File: config.mk
export PLATFORM = sky130hd
export DESIGN_NAME = clock_sync_latency_estimator_top_flat
export DESIGN_NICKNAME = d
export VERILOG_FILES = /design/src/hw/rtl/clse_pkg.sv /design/src/hw/rtl/clse_if.sv /design/src/hw/rtl/clock_sync_latency_estimator_top.sv /design/src/hw/rtl/clse_div.sv /design/src/hw/rtl/clse_dp.sv /design/src/hw/rtl/clse_ctrl.sv /design/src/flat_wrapper.sv
export SDC_FILE = /design/constraint.sdc
export NUM_CORES = 2
export LEC_CHECK = 0
export BUFFER_PORTS_ARGS = -buffer_cell sky130_fd_sc_hd__buf_2
export CORE_UTILIZATION = 46
export DETAILED_ROUTE_END_ITERATION = 8
export GPL_TIMING_DRIVEN = 0
export HOLD_SLACK_MARGIN = 0.06
export PLACE_DENSITY = 0.73
export SYNTH_ARGS = -nofsm -noshare
export SYNTH_HDL_FRONTEND = slang
export SYNTH_SLANG_ARGS = --single-unit
File: constraint.sdc
create_clock -name clk -period 23.6 [get_ports clk]
set_input_delay 4.72 -clock clk [delete_from_list [all_inputs] [get_ports clk]]
set_output_delay 4.72 -clock clk [all_outputs]
set_load 0.05 [all_outputs]
File: src/hw/rtl/clse_pkg.sv
// Shared types and constants of the clock sync latency estimator.
// No dependencies; every other file of the block imports this package.
`default_nettype none

package clse_pkg;

  // Sizes of the words at the block boundary.
  localparam int TIME_W = 63;
  localparam int TS_W   = 16;
  localparam int OFF_W  = 64;

  // Timestamps wrap modulo 2^TS_W (65536), so modular differences are plain
  // TS_W-bit subtractions.
  localparam logic [TS_W-1:0] NO_LATENCY = {TS_W{1'b1}};

  localparam logic OP_RECEIVE  = 1'b0;
  localparam logic OP_TRANSMIT = 1'b1;

  // Offset window.
  localparam int WINDOW = 8;
  localparam int CNT_W  = $clog2(WINDOW + 1);
  localparam int IDX_W  = (WINDOW > 1) ? $clog2(WINDOW) : 1;
  localparam int ACC_W  = OFF_W + CNT_W;

  // Divider: DIV_DIGIT quotient bits per cycle.
  localparam int DIV_DIGIT = 4;
  localparam int DIV_STEPS = (ACC_W + DIV_DIGIT - 1) / DIV_DIGIT;
  localparam int DIV_W     = DIV_STEPS * DIV_DIGIT;
  localparam int DC_W      = (DIV_STEPS > 1) ? $clog2(DIV_STEPS) : 1;

  typedef enum logic [2:0] {
    ST_IDLE,
    ST_EXEC,
    ST_OFFS,
    ST_SUM,
    ST_NEG,
    ST_DIV,
    ST_FIX,
    ST_EMIT
  } clse_state_t;

  typedef struct packed {
    logic              opcode;
    logic [TIME_W-1:0] local_time;
    logic [TS_W-1:0]   rx_timestamp;
    logic [TS_W-1:0]   remote_timestamp;
    logic [TS_W-1:0]   latency_corrector;
    logic [TS_W-1:0]   peer_reported_latency;
    logic [TIME_W-1:0] remote_full_timestamp;
    logic              remote_has_ours;
    logic [TS_W-1:0]   echoed_timestamp;
  } clse_item_t;

  typedef struct packed {
    logic [TS_W-1:0]         latency;
    logic [TS_W-1:0]         round_trip;
    logic                    round_trip_valid;
    logic signed [OFF_W-1:0] mean_clock_offset;
    logic                    offset_valid;
    logic [TS_W-1:0]         peer_latency;
    logic [TS_W-1:0]         tx_timestamp;
    logic [TS_W-1:0]         tx_corrector_latency;
    logic                    tx_have_external;
    logic [TS_W-1:0]         tx_external_timestamp;
  } clse_result_t;

  typedef struct packed {
    logic load;      // capture the input word
    logic exec;      // apply the receive or transmit update
    logic offs;      // push the new offset into the window
    logic sum_step;  // add one window entry to the accumulator
    logic neg;       // take the magnitude and start the divider
    logic div_step;  // one divider iteration
    logic fix;       // restore the sign and store the mean
    logic emit;      // load the output register
  } clse_cmd_t;

  typedef struct packed {
    logic measure;   // the current item yields a new offset
    logic sum_last;  // last window entry is being added
    logic div_last;  // last divider iteration is running
  } clse_sts_t;

endpackage

`default_nettype wire

File: src/hw/rtl/clse_if.sv
// Handshake channels of the clock sync latency estimator: request and response.
// Depends on clse_pkg for the field widths.
`default_nettype none

interface clse_req_if;
  import clse_pkg::*;

  logic              valid;
  logic              ready;
  logic              opcode;
  logic [TIME_W-1:0] local_time;
  logic [TS_W-1:0]   rx_timestamp;
  logic [TS_W-1:0]   remote_timestamp;
  logic [TS_W-1:0]   latency_corrector;
  logic [TS_W-1:0]   peer_reported_latency;
  logic [TIME_W-1:0] remote_full_timestamp;
  logic              remote_has_ours;
  logic [TS_W-1:0]   echoed_timestamp;

  modport source (
    output valid, opcode, local_time, rx_timestamp, remote_timestamp,
           latency_corrector, peer_reported_latency, remote_full_timestamp,
           remote_has_ours, echoed_timestamp,
    input  ready
  );

  modport sink (
    input  valid, opcode, local_time, rx_timestamp, remote_timestamp,
           latency_corrector, peer_reported_latency, remote_full_timestamp,
           remote_has_ours, echoed_timestamp,
    output ready
  );
endinterface

interface clse_rsp_if;
  import clse_pkg::*;

  logic                    valid;
  logic                    ready;
  logic [TS_W-1:0]         latency;
  logic [TS_W-1:0]         round_trip;
  logic                    round_trip_valid;
  logic signed [OFF_W-1:0] mean_clock_offset;
  logic                    offset_valid;
  logic [TS_W-1:0]         peer_latency;
  logic [TS_W-1:0]         tx_timestamp;
  logic [TS_W-1:0]         tx_corrector_latency;
  logic                    tx_have_external;
  logic [TS_W-1:0]         tx_external_timestamp;

  modport source (
    output valid, latency, round_trip, round_trip_valid, mean_clock_offset,
           offset_valid, peer_latency, tx_timestamp, tx_corrector_latency,
           tx_have_external, tx_external_timestamp,
    input  ready
  );

  modport sink (
    input  valid, latency, round_trip, round_trip_valid, mean_clock_offset,
           offset_valid, peer_latency, tx_timestamp, tx_corrector_latency,
           tx_have_external, tx_external_timestamp,
    output ready
  );
endinterface

`default_nettype wire

File: src/hw/rtl/clock_sync_latency_estimator_top.sv
// A transmit word or a receive word that measures nothing goes from acceptance through the
// update state to the emit state; a measuring receive word in between pushes its offset,
// adds the N = 1..8 window entries one at a time, takes the magnitude, runs the iterative
// divide and restores the sign. One word at a time: the next word is taken in the cycle
// after the result is loaded, and loading waits while the output register holds an untaken result.
// Reset: synchronous, active high; all sync state returns to its reset values at once.
`default_nettype none

module clock_sync_latency_estimator_top (
  input  wire logic clk,
  input  wire logic rst,
  clse_req_if.sink  req,
  clse_rsp_if.source rsp
);
  import clse_pkg::*;

  // The controller walks each accepted word through the datapath:
  // capture, update of the sync state, and for a receive word that yields
  // a new clock offset the window push, the serial window sum, the
  // magnitude step, the iterative divide by the fill count and the sign
  // fix. The result then waits in the output register, which frees the
  // input side as soon as the result is loaded.

  clse_cmd_t    cmd;
  clse_sts_t    sts;
  clse_item_t   item;
  clse_result_t result;

  assign item.opcode                = req.opcode;
  assign item.local_time            = req.local_time;
  assign item.rx_timestamp          = req.rx_timestamp;
  assign item.remote_timestamp      = req.remote_timestamp;
  assign item.latency_corrector     = req.latency_corrector;
  assign item.peer_reported_latency = req.peer_reported_latency;
  assign item.remote_full_timestamp = req.remote_full_timestamp;
  assign item.remote_has_ours       = req.remote_has_ours;
  assign item.echoed_timestamp      = req.echoed_timestamp;

  clse_ctrl u_ctrl (
    .clk       (clk),
    .rst       (rst),
    .req_valid (req.valid),
    .req_ready (req.ready),
    .rsp_valid (rsp.valid),
    .rsp_ready (rsp.ready),
    .cmd       (cmd),
    .sts       (sts)
  );

  clse_dp u_dp (
    .clk     (clk),
    .rst     (rst),
    .cmd     (cmd),
    .sts     (sts),
    .item_in (item),
    .result  (result)
  );

  // Result fields go straight out of the output register.
  assign rsp.latency               = result.latency;
  assign rsp.round_trip            = result.round_trip;
  assign rsp.round_trip_valid      = result.round_trip_valid;
  assign rsp.mean_clock_offset     = result.mean_clock_offset;
  assign rsp.offset_valid          = result.offset_valid;
  assign rsp.peer_latency          = result.peer_latency;
  assign rsp.tx_timestamp          = result.tx_timestamp;
  assign rsp.tx_corrector_latency  = result.tx_corrector_latency;
  assign rsp.tx_have_external      = result.tx_have_external;
  assign rsp.tx_external_timestamp = result.tx_external_timestamp;

  // A word is worked on alone: right after acceptance the input side closes.
  a_one_word: assert property (@(posedge clk) disable iff (rst)
    req.valid && req.ready |=> !req.ready)
    else $error("input accepted again while a word is in work");

  // A mean is only ever formed after a round trip was measured.
  a_offset_needs_rt: assert property (@(posedge clk) disable iff (rst)
    rsp.valid && rsp.offset_valid |-> rsp.round_trip_valid)
    else $error("offset reported without a round trip");

  // Without an echoed peer timestamp the transmit fields carry their idle values.
  a_tx_idle: assert property (@(posedge clk) disable iff (rst)
    rsp.valid && !rsp.tx_have_external |->
      rsp.tx_external_timestamp == '0 && rsp.tx_corrector_latency == NO_LATENCY)
    else $error("transmit fields set without an echoed timestamp");

endmodule

`default_nettype wire

File: src/hw/rtl/clse_div.sv
// Iterative unsigned divider, DIV_DIGIT quotient bits per cycle while step is high, small divisor.
// Depends on clse_pkg for widths.
`default_nettype none

module clse_div (
  input  wire logic                  clk,
  input  wire logic                  rst,
  input  wire logic                  start,
  input  wire logic                  step,
  input  wire logic [clse_pkg::DIV_W-1:0] dividend,
  input  wire logic [clse_pkg::CNT_W-1:0] divisor,
  output logic [clse_pkg::DIV_W-1:0]      quotient,
  output logic                            last
);
  import clse_pkg::*;

  logic [DIV_W-1:0] dq;
  logic [DIV_W-1:0] dq_next;
  logic [CNT_W-1:0] rem;
  logic [CNT_W-1:0] rem_next;
  logic [DC_W-1:0]  cnt;
  logic [CNT_W:0]   trial;
  logic             qbit;

  // The remainder stays below the divisor, so each trial subtract is narrow.
  always_comb begin
    rem_next = rem;
    dq_next  = dq;
    trial    = '0;
    qbit     = 1'b0;
    for (int k = 0; k < DIV_DIGIT; k++) begin
      trial = {rem_next, dq_next[DIV_W-1]};
      qbit  = (trial >= {1'b0, divisor});
      if (qbit) begin
        rem_next = CNT_W'(trial - {1'b0, divisor});
      end else begin
        rem_next = trial[CNT_W-1:0];
      end
      dq_next = {dq_next[DIV_W-2:0], qbit};
    end
  end

  always_ff @(posedge clk) begin
    if (rst) begin
      cnt <= '0;
    end else if (start) begin
      cnt <= '0;
    end else if (step) begin
      cnt <= cnt + DC_W'(1);
    end
  end

  always_ff @(posedge clk) begin
    if (start) begin
      dq  <= dividend;
      rem <= '0;
    end else if (step) begin
      dq  <= dq_next;
      rem <= rem_next;
    end
  end

  assign quotient = dq;
  assign last     = (cnt == DC_W'(DIV_STEPS - 1));

endmodule

`default_nettype wire

File: src/hw/rtl/clse_dp.sv
// Datapath of the clock sync latency estimator: sync state, offset window,
// window sum, mean and the output register. Depends on clse_pkg and clse_div.
`default_nettype none

module clse_dp (
  input  wire logic                    clk,
  input  wire logic                    rst,
  input  wire clse_pkg::clse_cmd_t     cmd,
  output clse_pkg::clse_sts_t          sts,
  input  wire clse_pkg::clse_item_t    item_in,
  output clse_pkg::clse_result_t       result
);
  import clse_pkg::*;

  clse_item_t item;

  // Architectural state.
  logic [TS_W-1:0]  latency_value;
  logic [TS_W-1:0]  round_trip_value;
  logic             round_trip_seen;
  logic [TS_W-1:0]  peer_latency_value;
  logic [OFF_W-1:0] mean_offset;
  logic             mean_seen;
  logic [TS_W-1:0]  stored_peer_timestamp;
  logic             have_peer_timestamp;
  logic [TS_W-1:0]  corrector_time;
  logic             corrector_pending;
  logic [CNT_W-1:0] offset_count;
  logic [IDX_W-1:0] wr_ptr;
  logic [OFF_W-1:0] offset_window [WINDOW];

  // Working registers.
  logic [OFF_W-1:0] time_diff;
  logic [TS_W-1:0]  tx_corr;
  logic             tx_have;
  logic [TS_W-1:0]  tx_ext;
  logic [IDX_W-1:0] sum_idx;
  logic [ACC_W-1:0] acc;
  logic             sum_neg;

  // Combinational helpers.
  logic             free_slot;
  logic             is_tx;
  logic [TS_W-1:0]  now_ts;
  logic [TS_W-1:0]  rt_new;
  logic [TS_W:0]    lat_diff;
  logic [TS_W:0]    lat_half;
  logic [OFF_W-1:0] new_offset;
  logic [OFF_W-1:0] win_rd;
  logic [ACC_W-1:0] acc_mag;
  logic [DIV_W-1:0] quotient;
  logic             div_last;

  assign free_slot = ~corrector_pending;
  assign is_tx     = (item.opcode == OP_TRANSMIT);
  assign now_ts    = item.local_time[TS_W-1:0];
  assign rt_new    = item.rx_timestamp - item.echoed_timestamp;
  assign lat_diff  = {1'b0, rt_new} - {1'b0, item.latency_corrector};
  // Halve with truncation toward zero.
  assign lat_half  = $signed(lat_diff + {{TS_W{1'b0}}, lat_diff[TS_W]}) >>> 1;
  assign new_offset = time_diff + OFF_W'(latency_value);
  assign win_rd    = offset_window[sum_idx];
  assign acc_mag   = acc[ACC_W-1] ? ACC_W'(-acc) : acc;

  assign sts.measure  = ~is_tx && item.remote_has_ours && free_slot &&
                        (item.latency_corrector != NO_LATENCY);
  assign sts.sum_last = ({1'b0, sum_idx} == CNT_W'(offset_count - CNT_W'(1)));
  assign sts.div_last = div_last;

  clse_div u_div (
    .clk      (clk),
    .rst      (rst),
    .start    (cmd.neg),
    .step     (cmd.div_step),
    .dividend (DIV_W'(acc_mag)),
    .divisor  (offset_count),
    .quotient (quotient),
    .last     (div_last)
  );

  always_ff @(posedge clk) begin
    if (cmd.load) begin
      item <= item_in;
    end
  end

  // Sync state update for one item.
  always_ff @(posedge clk) begin
    if (rst) begin
      latency_value         <= NO_LATENCY;
      round_trip_value      <= '0;
      round_trip_seen       <= 1'b0;
      peer_latency_value    <= NO_LATENCY;
      mean_offset           <= '0;
      mean_seen             <= 1'b0;
      stored_peer_timestamp <= '0;
      have_peer_timestamp   <= 1'b0;
      corrector_time        <= '0;
      corrector_pending     <= 1'b0;
      offset_count          <= '0;
      wr_ptr                <= '0;
    end else begin
      if (cmd.exec) begin
        if (!is_tx) begin
          if (free_slot) begin
            stored_peer_timestamp <= item.remote_timestamp;
            have_peer_timestamp   <= 1'b1;
          end
          if (item.peer_reported_latency != NO_LATENCY) begin
            peer_latency_value <= item.peer_reported_latency;
          end
          if (item.remote_has_ours && free_slot) begin
            corrector_time    <= item.rx_timestamp;
            corrector_pending <= 1'b1;
            if (item.latency_corrector != NO_LATENCY) begin
              round_trip_value <= rt_new;
              round_trip_seen  <= 1'b1;
              latency_value    <= lat_half[TS_W-1:0];
            end
          end
        end else if (have_peer_timestamp) begin
          corrector_pending   <= 1'b0;
          have_peer_timestamp <= 1'b0;
        end
      end
      if (cmd.offs) begin
        if (offset_count < CNT_W'(WINDOW)) begin
          offset_count <= offset_count + CNT_W'(1);
        end
        if (wr_ptr == IDX_W'(WINDOW - 1)) begin
          wr_ptr <= '0;
        end else begin
          wr_ptr <= wr_ptr + IDX_W'(1);
        end
      end
      if (cmd.fix) begin
        mean_offset <= sum_neg ? -quotient[OFF_W-1:0] : quotient[OFF_W-1:0];
        mean_seen   <= 1'b1;
      end
    end
  end

  // Ring buffer of offsets; only entries below the fill count are ever read.
  always_ff @(posedge clk) begin
    if (cmd.offs) begin
      offset_window[wr_ptr] <= new_offset;
    end
  end

  always_ff @(posedge clk) begin
    if (cmd.exec) begin
      time_diff <= {1'b0, item.local_time} - {1'b0, item.remote_full_timestamp};
      tx_corr   <= NO_LATENCY;
      tx_have   <= 1'b0;
      tx_ext    <= '0;
      if (is_tx && have_peer_timestamp) begin
        tx_have <= 1'b1;
        tx_ext  <= stored_peer_timestamp;
        if (corrector_pending) begin
          tx_corr <= now_ts - corrector_time;
        end
      end
    end
    if (cmd.offs) begin
      sum_idx <= '0;
      acc     <= '0;
    end else if (cmd.sum_step) begin
      sum_idx <= sum_idx + IDX_W'(1);
      acc     <= acc + {{(ACC_W-OFF_W){win_rd[OFF_W-1]}}, win_rd};
    end
    if (cmd.neg) begin
      sum_neg <= acc[ACC_W-1];
    end
  end

  always_ff @(posedge clk) begin
    if (cmd.emit) begin
      result.latency               <= latency_value;
      result.round_trip            <= round_trip_value;
      result.round_trip_valid      <= round_trip_seen;
      result.mean_clock_offset     <= mean_offset;
      result.offset_valid          <= mean_seen;
      result.peer_latency          <= peer_latency_value;
      result.tx_timestamp          <= now_ts;
      result.tx_corrector_latency  <= tx_corr;
      result.tx_have_external      <= tx_have;
      result.tx_external_timestamp <= tx_ext;
    end
  end

endmodule

`default_nettype wire

File: src/hw/rtl/clse_ctrl.sv
// Controller of the clock sync latency estimator: sequences one word through
// the datapath and owns the handshake flags. Depends on clse_pkg.
`default_nettype none

module clse_ctrl (
  input  wire logic                clk,
  input  wire logic                rst,
  input  wire logic                req_valid,
  output logic                     req_ready,
  output logic                     rsp_valid,
  input  wire logic                rsp_ready,
  output clse_pkg::clse_cmd_t      cmd,
  input  wire clse_pkg::clse_sts_t sts
);
  import clse_pkg::*;

  clse_state_t state;
  clse_state_t state_next;
  logic        rsp_valid_next;

  always_ff @(posedge clk) begin
    if (rst) begin
      state     <= ST_IDLE;
      rsp_valid <= 1'b0;
    end else begin
      state     <= state_next;
      rsp_valid <= rsp_valid_next;
    end
  end

  always_comb begin
    state_next = state;
    cmd        = '0;
    req_ready  = 1'b0;
    case (state)
      ST_IDLE: begin
        req_ready = 1'b1;
        if (req_valid) begin
          cmd.load   = 1'b1;
          state_next = ST_EXEC;
        end
      end
      ST_EXEC: begin
        cmd.exec   = 1'b1;
        state_next = sts.measure ? ST_OFFS : ST_EMIT;
      end
      ST_OFFS: begin
        cmd.offs   = 1'b1;
        state_next = ST_SUM;
      end
      ST_SUM: begin
        cmd.sum_step = 1'b1;
        if (sts.sum_last) begin
          state_next = ST_NEG;
        end
      end
      ST_NEG: begin
        cmd.neg    = 1'b1;
        state_next = ST_DIV;
      end
      ST_DIV: begin
        cmd.div_step = 1'b1;
        if (sts.div_last) begin
          state_next = ST_FIX;
        end
      end
      ST_FIX: begin
        cmd.fix    = 1'b1;
        state_next = ST_EMIT;
      end
      ST_EMIT: begin
        if (!rsp_valid || rsp_ready) begin
          cmd.emit   = 1'b1;
          state_next = ST_IDLE;
        end
      end
      default: begin
        state_next = ST_IDLE;
      end
    endcase
  end

  always_comb begin
    if (cmd.emit) begin
      rsp_valid_next = 1'b1;
    end else if (rsp_ready) begin
      rsp_valid_next = 1'b0;
    end else begin
      rsp_valid_next = rsp_valid;
    end
  end

endmodule

`default_nettype wire

File: src/flat_wrapper.sv
// flat-port wrapper written by rule: the top's interface ports become plain ports
module clock_sync_latency_estimator_top_flat import clse_pkg::*;
  (clk, rst, req_valid, req_opcode, req_local_time, req_rx_timestamp, req_remote_timestamp, req_latency_corrector, req_peer_reported_latency, req_remote_full_timestamp, req_remote_has_ours, req_echoed_timestamp, req_ready, rsp_valid, rsp_latency, rsp_round_trip, rsp_round_trip_valid, rsp_mean_clock_offset, rsp_offset_valid, rsp_peer_latency, rsp_tx_timestamp, rsp_tx_corrector_latency, rsp_tx_have_external, rsp_tx_external_timestamp, rsp_ready);
  clse_req_if req_i ();
  clse_rsp_if rsp_i ();
  input  wire logic clk;
  input  wire logic rst;
  input wire logic [$bits(req_i.valid)-1:0] req_valid;
  input wire logic [$bits(req_i.opcode)-1:0] req_opcode;
  input wire logic [$bits(req_i.local_time)-1:0] req_local_time;
  input wire logic [$bits(req_i.rx_timestamp)-1:0] req_rx_timestamp;
  input wire logic [$bits(req_i.remote_timestamp)-1:0] req_remote_timestamp;
  input wire logic [$bits(req_i.latency_corrector)-1:0] req_latency_corrector;
  input wire logic [$bits(req_i.peer_reported_latency)-1:0] req_peer_reported_latency;
  input wire logic [$bits(req_i.remote_full_timestamp)-1:0] req_remote_full_timestamp;
  input wire logic [$bits(req_i.remote_has_ours)-1:0] req_remote_has_ours;
  input wire logic [$bits(req_i.echoed_timestamp)-1:0] req_echoed_timestamp;
  output wire logic [$bits(req_i.ready)-1:0] req_ready;
  output wire logic [$bits(rsp_i.valid)-1:0] rsp_valid;
  output wire logic [$bits(rsp_i.latency)-1:0] rsp_latency;
  output wire logic [$bits(rsp_i.round_trip)-1:0] rsp_round_trip;
  output wire logic [$bits(rsp_i.round_trip_valid)-1:0] rsp_round_trip_valid;
  output wire logic [$bits(rsp_i.mean_clock_offset)-1:0] rsp_mean_clock_offset;
  output wire logic [$bits(rsp_i.offset_valid)-1:0] rsp_offset_valid;
  output wire logic [$bits(rsp_i.peer_latency)-1:0] rsp_peer_latency;
  output wire logic [$bits(rsp_i.tx_timestamp)-1:0] rsp_tx_timestamp;
  output wire logic [$bits(rsp_i.tx_corrector_latency)-1:0] rsp_tx_corrector_latency;
  output wire logic [$bits(rsp_i.tx_have_external)-1:0] rsp_tx_have_external;
  output wire logic [$bits(rsp_i.tx_external_timestamp)-1:0] rsp_tx_external_timestamp;
  input wire logic [$bits(rsp_i.ready)-1:0] rsp_ready;
  assign req_i.valid = req_valid;
  assign req_i.opcode = req_opcode;
  assign req_i.local_time = req_local_time;
  assign req_i.rx_timestamp = req_rx_timestamp;
  assign req_i.remote_timestamp = req_remote_timestamp;
  assign req_i.latency_corrector = req_latency_corrector;
  assign req_i.peer_reported_latency = req_peer_reported_latency;
  assign req_i.remote_full_timestamp = req_remote_full_timestamp;
  assign req_i.remote_has_ours = req_remote_has_ours;
  assign req_i.echoed_timestamp = req_echoed_timestamp;
  assign req_ready = req_i.ready;
  assign rsp_valid = rsp_i.valid;
  assign rsp_latency = rsp_i.latency;
  assign rsp_round_trip = rsp_i.round_trip;
  assign rsp_round_trip_valid = rsp_i.round_trip_valid;
  assign rsp_mean_clock_offset = rsp_i.mean_clock_offset;
  assign rsp_offset_valid = rsp_i.offset_valid;
  assign rsp_peer_latency = rsp_i.peer_latency;
  assign rsp_tx_timestamp = rsp_i.tx_timestamp;
  assign rsp_tx_corrector_latency = rsp_i.tx_corrector_latency;
  assign rsp_tx_have_external = rsp_i.tx_have_external;
  assign rsp_tx_external_timestamp = rsp_i.tx_external_timestamp;
  assign rsp_i.ready = rsp_ready;
  clock_sync_latency_estimator_top u_core (.clk(clk), .rst(rst), .req(req_i), .rsp(rsp_i));
endmodule
Word-level counts from Yosys, hierarchy flattened
Memory sizes are Yosys's and may differ from the RTL's. A register that Yosys moved wholly into a read port is not among the register bits.
Index checks and enable logic that the tools add are counted.

storage, ports and cells
  register bits = 776
  bits in latches = 0
  memory bits (writable) = 512
  memory bits (read-only) = 0
  input bits = 212
  word-level logic and storage cells = 146
  memories = 1

operators by class
  add/sub/neg operators = 18
  $mul = 0
  div/mod/pow operators = 0
  $lt $le $gt $ge = 5
  eq/ne operators = 18
  shift operators = 0
  mux-type cells = 38
  bitwise gates (word level) = 2
  reductions and logical operators = 21

memories
  memory                     depth  bits a word  read ports  clocked after memory_dff  wr ports  line           RTL
  u_core.u_dp.offset_window  8      64           1           1                         1         clse_dp.sv:30  logic [OFF_W-1:0] offset_window [WINDOW];

operator list
  cell                    count
  $mux W68                3
  $add A68 B68 Y68        1
  $neg A68 Y68            1
  $add A64 B16 Y64        1
  $mux W64                1
  $neg A64 Y64            1
  $sub A63 B63 Y64        1
  $ne A16 B16 Y1 const B  2
  $sub A16 B16 Y16        2
  $mux W3                 8
  $pmux W3 S8             1
  $mux W1                 21
  $ge A5 B4 Y1            4
  $add A17 B1 Y17         1
  $sub A16 B16 Y17        1
  $mux W4                 4
  $sub A4 B4 Y4           4
  $eq A3 B3 Y1 const B    5
  $reduce_and A3 Y1       4
  $ne A2 B2 Y1 const B    4
  $reduce_and A4 Y1       2
  $add A3 B1 Y3 const B   2
  $eq A3 B2 Y1 const B    2
  $reduce_and A2 Y1       3
  other kinds (15)        23

Logic depth before layout (Yosys ltp)
  word-level depth = 9
  depth in mapped cells = 33
  gate-level depth less buffers = 32

Modules after synthesis
Synthesis repeated with hierarchy kept, for this count alone.

second synthesis, totals
  cell total of the unflattened synthesis = 4,590
  area total of the unflattened synthesis = 60,166.5 um2

modules (own cells, without submodules)
  module     instances  cells an instance  area each (um2)  sequential area each (um2)
  clse_dp    1          4,256              55,669.6         34,042.6
  clse_div   1          288                4,121.5          2,222.1
  clse_ctrl  1          46                 375.4            80.1

Worst setup path after synthesis
OpenSTA, ideal clock, no wires.

  kind = input to register
  from = in rsp_ready
  to = reg, netlist name u_core.u_dp.result[0]
  arrival time = 12,006 ps
  slack = 10,890 ps
  stages = 2
  path through = nand2b_1 -> nor2b_1

RTL lines
  element          line                RTL
  start, declared  flat_wrapper.sv:30  input wire logic [$bits(rsp_i.ready)-1:0] rsp_ready;

Final worst setup path
  from = reg u_core.u_dp.offset_count[1]
  to = reg u_core.u_dp.u_div.rem[0]

between the ends
  longest elaborated chain between the ends = 8
  elaborated cells on any way between the ends = 11

ends and longest elaborated chain
  element                                               line                            RTL
  start, declared                                       clse_dp.sv:28                   logic [CNT_W-1:0] offset_count;
  start signal, assigned                                clse_dp.sv:128                  offset_count <= offset_count + CNT_W'(1);
  $sub A4 B4 Y4 / $ge A5 B4 Y1 (equally long branches)  clse_div.sv:35, clse_div.sv:33
  $mux W4                                               clse_div.sv:34                  if (qbit) begin
  $sub A4 B4 Y4 / $ge A5 B4 Y1 (equally long branches)  clse_div.sv:35, clse_div.sv:33
  $mux W4                                               clse_div.sv:34
  $sub A4 B4 Y4 / $ge A5 B4 Y1 (equally long branches)  clse_div.sv:35, clse_div.sv:33
  $mux W4                                               clse_div.sv:34
  $ge A5 B4 Y1 (*)                                      clse_div.sv:33                  qbit = (trial >= {1'b0, divisor});
  $mux W4 (*)                                           clse_div.sv:34
  end signal, assigned                                  clse_div.sv:59                  rem <= rem_next;
  end, declared                                         clse_div.sv:19                  logic [CNT_W-1:0] rem;

Mark *: on every way between the ends. The rest lies on a longest branch, timed or not.
A chain may end at the register's enable or synchronous reset.

==> flow_summary.yaml <==
clocking:
  clkLatencyLatePin_ns: 0.78
  clk_pin_slew_ns: 0.06
  cts_setup_buffers: 0
  cts_buffer_depth: 3
  cts_resized: 0
  hold_buffers: 0
  htreeDepth: 4
  cts_made_buffers: 135
  cts.sinks: 1291
  cts_tree: "done"
  cts_root_buffer: "clkbuf_16"
synth:
  syn_area_per_cell_um2: 12.7
  synth-seq-area-share_pct: 60.6
  synth-edff-count: 1049
  yosys_warnings: 0
  netlist_area_um2: 59900
  synth_cell_types: 87
  mappedNetlistNets: 5145
  ys_ff_latch: 1291
  async_flop_share_pct: 0
  postSynthCellCount: 4705
  synth_top_flop_cell: "edfxtp_1"
global_routing:
  grt_pass1_vias: 38400
  grt_pass1_wl_mm: 221
  grt_antenna_before_repair: 4
  grt_overflow: 0
  grt_usage_pct: 21.7
  grt_max_degree: 77
worst_setup_path:
  critPathMaxFanout: 7
  cp.required_ns: 24.27
  critPathMaxStageDelay_ns: 0.66
  worstSetupStartpointType: "register"
  end_kind: "register"
  critPathSlowestCell: "a221oi_1"
  setup.worst_path.class: "reg -> reg"
  worstPathArrival_ns: 8.18
timing:
  tightest_slew_ns: 1.18
  setup_slack_ns: 16.09
  fmax_mhz: 133
  finClkSkew_ns: 0.0375
  hold_viol: 0
  fin_crit_sh_pct: 31.8
  maxSlewHeadroom_pct: 21.7
  rsz0062_at_grt: "false"
  slew_violations: 0
  setup_violations: 0
  tns_ns: 0
  layout_min_cycle_time_ns: 7.51
routing:
  wire_per_inst_um: 20.3
  drt_iter0_drc: 2985
  vias_per_cell: 5.56
  drt_pass1_iterations: 6
  drc: 0
  wl_mm: 145
  vias: 39700
  final_antenna_net_count: 0
final_layout:
  drive_gt1_share_pct: 16.8
  area.growth.synth_to_final_pct: 15.7
  multi_input_area_um2: 22100
  post-route-util_pct: 53.6
  final_nets: 5725
  regArea_um2: 36300
  final_area_um2: 69300
  fillers: 10700
placement:
  dp_slack_ns: 15.83
  place_hpwl_mm: 109
  port-buffer-count: 375
  gp_congestion: 0.927
  place_area_um2: 64900
die:
  ios: 377
  rows: 132
  die_h_um: 363
  start_util_pct: 46.4
  dieArea_um2: 132000
  die_x_um: 363
  core_um2: 129000
pwr:
  finalPower_uw: 9340
  ir_worst_vdd_uv: 110
  power_density_nw_per_um2: 135
  power_leakage_uw: 0.0251
status:
  status: "finished, final reports clean"
run:
  maxCapViolations: 0
hold_path:
  hp-class: "reg -> reg"
==> state kept, by name (all words and copies together), names as in the netlist, 4 cells and up, named ones only <==
signal,count
u_core.u_dp.offset_window,512
u_core.u_dp.item,207
u_core.u_dp.result,163
u_core.u_dp.acc,68
u_core.u_dp.u_div.quotient,68
u_core.u_dp.mean_offset,64
u_core.u_dp.time_diff,64
u_core.u_dp.corrector_time,16
u_core.u_dp.latency_value,16
u_core.u_dp.peer_latency_value,16
u_core.u_dp.round_trip_value,16
u_core.u_dp.stored_peer_timestamp,16
u_core.u_dp.tx_corr,16
u_core.u_dp.tx_ext,16
u_core.u_dp.u_div.cnt,5
u_core.u_dp.offset_count,4
u_core.u_dp.u_div.rem,4
==> cell type report <==
cell class                      instances  share of cell area [%]
Inverter                              199                    1.08
Buffer                                204                    1.13
Clock inverter                         73                    1.11
Clock buffer                          175                    5.27
Timing Repair Buffer                  443                    3.93
Multi-Input combinational cell       3011                    31.9
Antenna cell                            3                  0.0108
Tap cell                             1742                    3.14
Sequential cell                      1291                    52.4
==> critical path: cells and delay by family, from the launching register on <==
kind / cells / cell delay [ns]
buf+inv: 5 / 0.82
mux: 2 / 0.62
flops: 1 / 0.53
compound gates: 14 / 3.30
simple gates: 6 / 0.94
fa+ha+maj: 4 / 1.21
==> power by group <==
group	total, uW	switching (uW)	internal (uW)
logic	3880	2420	1460
registers	3360	257	3100
clock network	2110	899	1210
==> kinds of logic after synthesis <==
kind of cell | Yosys count | share of synthesized area [%]
AOI/OAI and AO/OA | 1030 | 10.9
xor gates and xnor gates | 345 | 5.04
adders and majority gates | 228 | 4.88
buffers and inverters | 403 | 2.55
DFF | 1291 | 60.6
muxes | 210 | 6.32
and+or+nand+nor | 1198 | 9.69
==> per-stage QoR <==
step                hold WS (ns)  cells
floorplan                  0.400   4705
global placement           0.401   6822
CTS                        0.414   7138
detailed placement         0.405   6890
finish                     0.413   7141
global route               0.415   7141
==> layout by cell type, fill, tap and decap left out, types with 138 or more instances in the layout <==
master / netlist / final
clkbuf_1: 175 / 206
ha_1: 218 / 218
edfxtp_1: 1049 / 1049
buf_2: 4 / 379
clkbuf_16: 0 / 138
a21oi_1: 257 / 257
nand2_1: 440 / 440
xor2_1: 220 / 220
dfxtp_1: 242 / 242
o21ai_0: 284 / 284
inv_1: 198 / 196
nor2_1: 230 / 229
==> final timing paths <==
kind	slack (ns)	from	to	cells after the start
max	16.09	u_core.u_dp.offset_count[1]$_SDFFE_PP0P_	u_core.u_dp.u_div.rem[0]$_SDFFE_PP0P_	31
min	0.41	u_core.u_dp.mean_offset[41]$_SDFFE_PP0P_	u_core.u_dp.result[107]$_DFFE_PP_	0
max reg2reg	16.09	u_core.u_dp.offset_count[1]$_SDFFE_PP0P_	u_core.u_dp.u_div.rem[0]$_SDFFE_PP0P_	31
min reg2reg	0.41	u_core.u_dp.mean_offset[41]$_SDFFE_PP0P_	u_core.u_dp.result[107]$_DFFE_PP_	0
==> cells in the mapped netlist (9+ instances only) <==
master,instances,area share (%)
or2_2,16,0.17
a2111oi_0,9,0.13
o21ai_0,284,2.4
ha_1,218,4.6
o21a_1,22,0.28
or4_1,20,0.25
a211oi_1,79,0.99
nand2_1,440,2.8
and4_1,10,0.15
o41ai_1,17,0.25
a21o_1,103,1.3
nand4_1,53,0.55
a21boi_0,15,0.19
a21oi_1,257,2.1
clkbuf_1,175,1.1
xor2_1,220,3.2
and3_1,52,0.54
nor3b_1,9,0.11
nand3_1,73,0.61
a31oi_1,19,0.20
fa_1,10,0.33
nor4_1,28,0.29
or3_1,38,0.40
nor2b_1,54,0.56
xnor2_1,125,1.8
nor3_1,80,0.67
o31ai_1,48,0.60
inv_1,198,1.2
and2_1,13,0.14
mux2_2,67,1.3
mux4_2,128,4.8
nor2_1,230,1.4
edfxtp_1,1049,53
mux2i_1,15,0.25
o21bai_1,28,0.35
dfxtp_1,242,8.1
buf_1,23,0.14
nand2b_1,43,0.45
a211o_1,26,0.38
o211ai_1,19,0.24
o21ai_1,16,0.13
==> routing by layer <==
layer | vias up | global-route usage (%) | share of wire [%]
met4 | 0 | 7.32 | 2.7
met1 | 19300 | 28.8 | 43
li1 | 18900 | - | -
met3 | 227 | 3.56 | 5.9
met2 | 1302 | 36.1 | 48
met5 | - | 0 | 0
Power figures use the tool's default switching activity.
